**config.mk**
```make
export PLATFORM = sky130hd
export DESIGN_NAME = wsts_ram
export DESIGN_NICKNAME = d
export VERILOG_FILES = /design/src/design/wsts_ram.sv
export SDC_FILE = /design/constraint.sdc
export NUM_CORES = 1
export LEC_CHECK = 0
export BUFFER_PORTS_ARGS = -buffer_cell sky130_fd_sc_hd__buf_2
export CORE_UTILIZATION = 50
export CTS_CLUSTER_SIZE = 24
export DETAILED_ROUTE_END_ITERATION = 8
export PLACE_DENSITY = 0.77
export SLEW_MARGIN = 40
export SYNTH_ARGS = -nofsm -noshare
export SYNTH_HDL_FRONTEND = slang
export SYNTH_SLANG_ARGS = --single-unit
```
**constraint.sdc**
```tcl
create_clock -name i_clk -period 1.9 [get_ports i_clk]
set_input_delay 0.095 -clock i_clk [delete_from_list [all_inputs] [get_ports i_clk]]
set_output_delay 0.095 -clock i_clk [all_outputs]
set_load 0.01 [all_outputs]
```
**src/design/wsts_ram.sv**
```systemverilog
// Generic simple dual-port RAM: one write port, one read port, registered read.
// No dependencies.
`timescale 1ns / 1ps
`default_nettype none

module wsts_ram #(
    parameter int WIDTH = 8,
    parameter int DEPTH = 16
) (
    input  wire logic                     i_clk,
    input  wire logic                     i_we,
    input  wire logic [$clog2(DEPTH)-1:0] i_waddr,
    input  wire logic [WIDTH-1:0]         i_wdata,
    input  wire logic [$clog2(DEPTH)-1:0] i_raddr,
    output logic      [WIDTH-1:0]         o_rdata
);

    logic [WIDTH-1:0] r_mem [DEPTH];

    always_ff @(posedge i_clk) begin
        if (i_we) begin
            r_mem[i_waddr] <= i_wdata;
        end
        o_rdata <= r_mem[i_raddr];
    end

endmodule

`default_nettype wire

```
## Word level (Yosys, flattened, before mapping)

Memories as Yosys holds them, arrays and structs flattened. A register that Yosys moved wholly into a read port is not among the register bits.
Index checks and enable logic that the tools add are counted.

| storage, ports and cells | value |
|---|---|
| register bits | 0 |
| bits in writable memories | 128 |
| input bits | 18 |
| output and inout port bits | 8 |
| logic and storage cells | 3 |
| memories kept | 1 |

Memory list:

| memory | words | width | rd ports | clocked after memory_dff | write ports | RTL line | RTL |
|---|---|---|---|---|---|---|---|
| r_mem | 16 | 8 | 1 | 1 | 1 | 18 | `logic [WIDTH-1:0] r_mem [DEPTH];` |

| operators by class | value |
|---|---|
| multiplexer cells | 2 |

Operators with widths:

| cell | number |
|---|---|
| $mux 1 | 2 |

## Longest topological paths before layout

| logic depth | value |
|---|---|
| depth after elaboration | 2 |
| depth in mapped cells | 5 |
| gate-level depth less buffers | 3 |

## Worst setup path after synthesis

No wires, ideal clock.

| timing path | value |
|---|---|
| path type | input-to-reg |
| start point | input port i_waddr[2] |
| end point | memory r_mem[0][0], enable pin |
| setup time | 383 ps |
| arrival time | 1205 ps |
| required time | 1517 ps |
| setup slack | 312 ps |
| stages | 2 |
| path buffers | 0 |
| cells stage by stage | or3b_2 -> nor3_1 |

RTL lines:

| item | RTL line | RTL |
|---|---|---|
| start, declared | 12 | `input wire logic [$clog2(DEPTH)-1:0] i_waddr,` |
| end, declared | 18 |  |

No word-level cell before the write port.

==> impl_metrics.tcl <==
set metrics [dict create \
    pre_cts_ws_ns 0.284 \
    drc 0 \
    root_buffer "clkbuf_8" \
    fin_setup_tns_ns 0 \
    placed_cell_area_mm2 0.00552 \
    ys_warn_count 0 \
    fin_area_mm2 0.00621 \
    yosysMostFrequentCell "edfxtp_1" \
    netlist_area_mm2 0.00515 \
    ys_seq_elements 136 \
    rr_worst_depth 3 \
    antenna_found_initial 0 \
    path_class "register to register" \
    ios 26 \
    syn_to_final_growth_pct 20.6 \
    synth.avg_cell_area_um2 22.5 \
    clock.fmax_ghz 0.712 \
    rows 36 \
    dieArea_mm2 0.0107 \
    vias 2496 \
    synth_ff_type "edfxtp_1" \
    core_mm2 0.00986 \
    max_slew_margin 0.542 \
    firstDrtPassIters 4 \
    cts.sinks 136 \
    worst-path-max-fanout 1 \
    cts_tree "done" \
    drv_cap 0 \
    yosys-top-cells-area "edfxtp_1, mux4_2, mux4_1, dfxtp_1, a22oi_1" \
    slew_violations 0 \
    ys_seq_area_frac 0.778 \
    yosysTopAreaCell "edfxtp_1" \
    die_x_um 103 \
    vdd_drop_max_v 0.000711 \
    startpoint_type "register" \
    top_usage_layer "met2" \
    grtUsageMet2 0.336 \
    tightest_slew_ns 0.685 \
    hold_path_class "input port to register" \
    finalCritPeriodShare 0.739 \
    clkSlewWorstSetupHoldPaths_ns 0.06 \
    layout.cells.non_filler 438 \
    ant_nets 0 \
    track_usage 0.207 \
    setup_slack_ns 0.496 \
    grt_use_met3 0.0638 \
    required_ns 2.30 \
    synth-edff-count 128 \
    grt_util_met1 0.265 \
    finalPower_mw 6.96 \
    start_util 0.522 \
    wl_per_cell_um 22.4 \
    grt_pass1_wl_mm 14.7 \
    synth_cell_types 19 \
    antenna_cells 0 \
    period_needed_ns 1.40 \
    max-clock-path-buffers 2 \
    finClkSkew_ns 0.00590 \
    holdWs_ns 0.147 \
    die_height_um 103 \
    power_density_mw_per_mm2 1120 \
    wirelength_mm 9.81 \
    postSynthCellCount 229 \
    viasPerCell 5.70 \
    async_reset_ff_frac 0 \
    grt_pass1_vias 2620 \
    portBuffers 25 \
    numCtsBuffers 17 \
    final_nets 310 \
    insertion_delay_ns 0.51 \
    hold_viol 0 \
    gr-total-overflow 0 \
    hpwl_mm 6.11 \
    final_util 0.629 \
    p_leak_nw 2.12 \
    setup_viol 0 \
    synth_top_area_share 0.747 \
    cp-end-kind "register" \
    gp_routability_congestion 0.734 \
    cts_htree_levels 4 \
    drt_iter0_markers 177 \
    status "finished clean" \
    rsz0062_at_grt "false" \
    synth_nets 247 \
    drive_gt1_frac 0.318 \
    holdPathStages 5 \
    grt_max_degree 33 \
    synthTopCellsByCount "edfxtp_1, mux4_2, a22oi_1" \
    dp_cells 398 \
    arrival_ns 1.80 \
]
## registers in the layout, indices dropped and copies added, names as in the netlist
register	count
r_mem	128
o_rdata	8
## where the power goes
| group | switching (mW) | total (mW) | internal [mW] |
|---|---|---|---|
| clock | 1.22 | 3.26 | 2.04 |
| combinational | 0.183 | 0.327 | 0.145 |
| sequential | 0.0217 | 3.38 | 3.35 |
| total | 1.43 | 6.96 | 5.54 |
## worst paths after layout
kind | slack, ns | startpoint | to
setup reg to reg | 0.50 | r_mem[0][1]$_DFFE_PP_ | o_rdata[1]$_DFF_P_
setup / recovery | 0.50 | r_mem[0][1]$_DFFE_PP_ | o_rdata[1]$_DFF_P_
hold reg to reg | 0.68 | r_mem[12][1]$_DFFE_PP_ | o_rdata[1]$_DFF_P_
hold / removal | 0.15 | i_raddr[2] | o_rdata[1]$_DFF_P_
## placed cells by master (no fill, tap or decap), types with 8 or more instances in the layout
cell type	n
mux4_1	14
nand2_1	9
dlygate4sd3_1	8
a22oi_1	16
clkbuf_16	16
mux4_2	18
buf_4	20
edfxtp_1	128
dfxtp_1	8
nor2_1	13
buf_2	25
## logic make-up (layout without fill, tap and decap cells)
kind of cell / after synthesis / in the layout / share of synthesized area
flip-flops: 136 / 136 / 0.778
AND/OR/NAND/NOR: 35 / 35 / 0.0318
AO/OA/AOI/OAI: 16 / 16 / 0.0233
buffers and inverters: 10 / 86 / 0.0168
multiplexers: 32 / 32 / 0.150
## per-layer routing
layer / wire, um / part of all wire
met5: 0 / 0
met3: 468 / 0.048
met1: 4220 / 0.43
met4: 159 / 0.016
met2: 4960 / 0.51
## worst max-delay path: stages (launching register included)
cell and delay (ns):
edfxtp_1 0.38, mux4_1 0.50, a22oi_1 0.32, nand2_1 0.08
## what timing repair did
item | in CTS | in global routing
resized for setup | 0 | 0
endpoints found under the setup margin | 0 | 0
hold endpoints to repair | 128 | 0
buffers inserted | 0 | 0
hold buffers | 8 | 0
## final cells by class
class	instances	area [um^2]
Clock buffer	18	428
Clock inverter	14	175
Fill cell	628	3660
Multi-Input combinational cell	83	1060
Sequential cell	136	4000
Tap cell	133	166
Timing Repair Buffer	54	375
No activity file was read; power rests on OpenSTA's default activity.
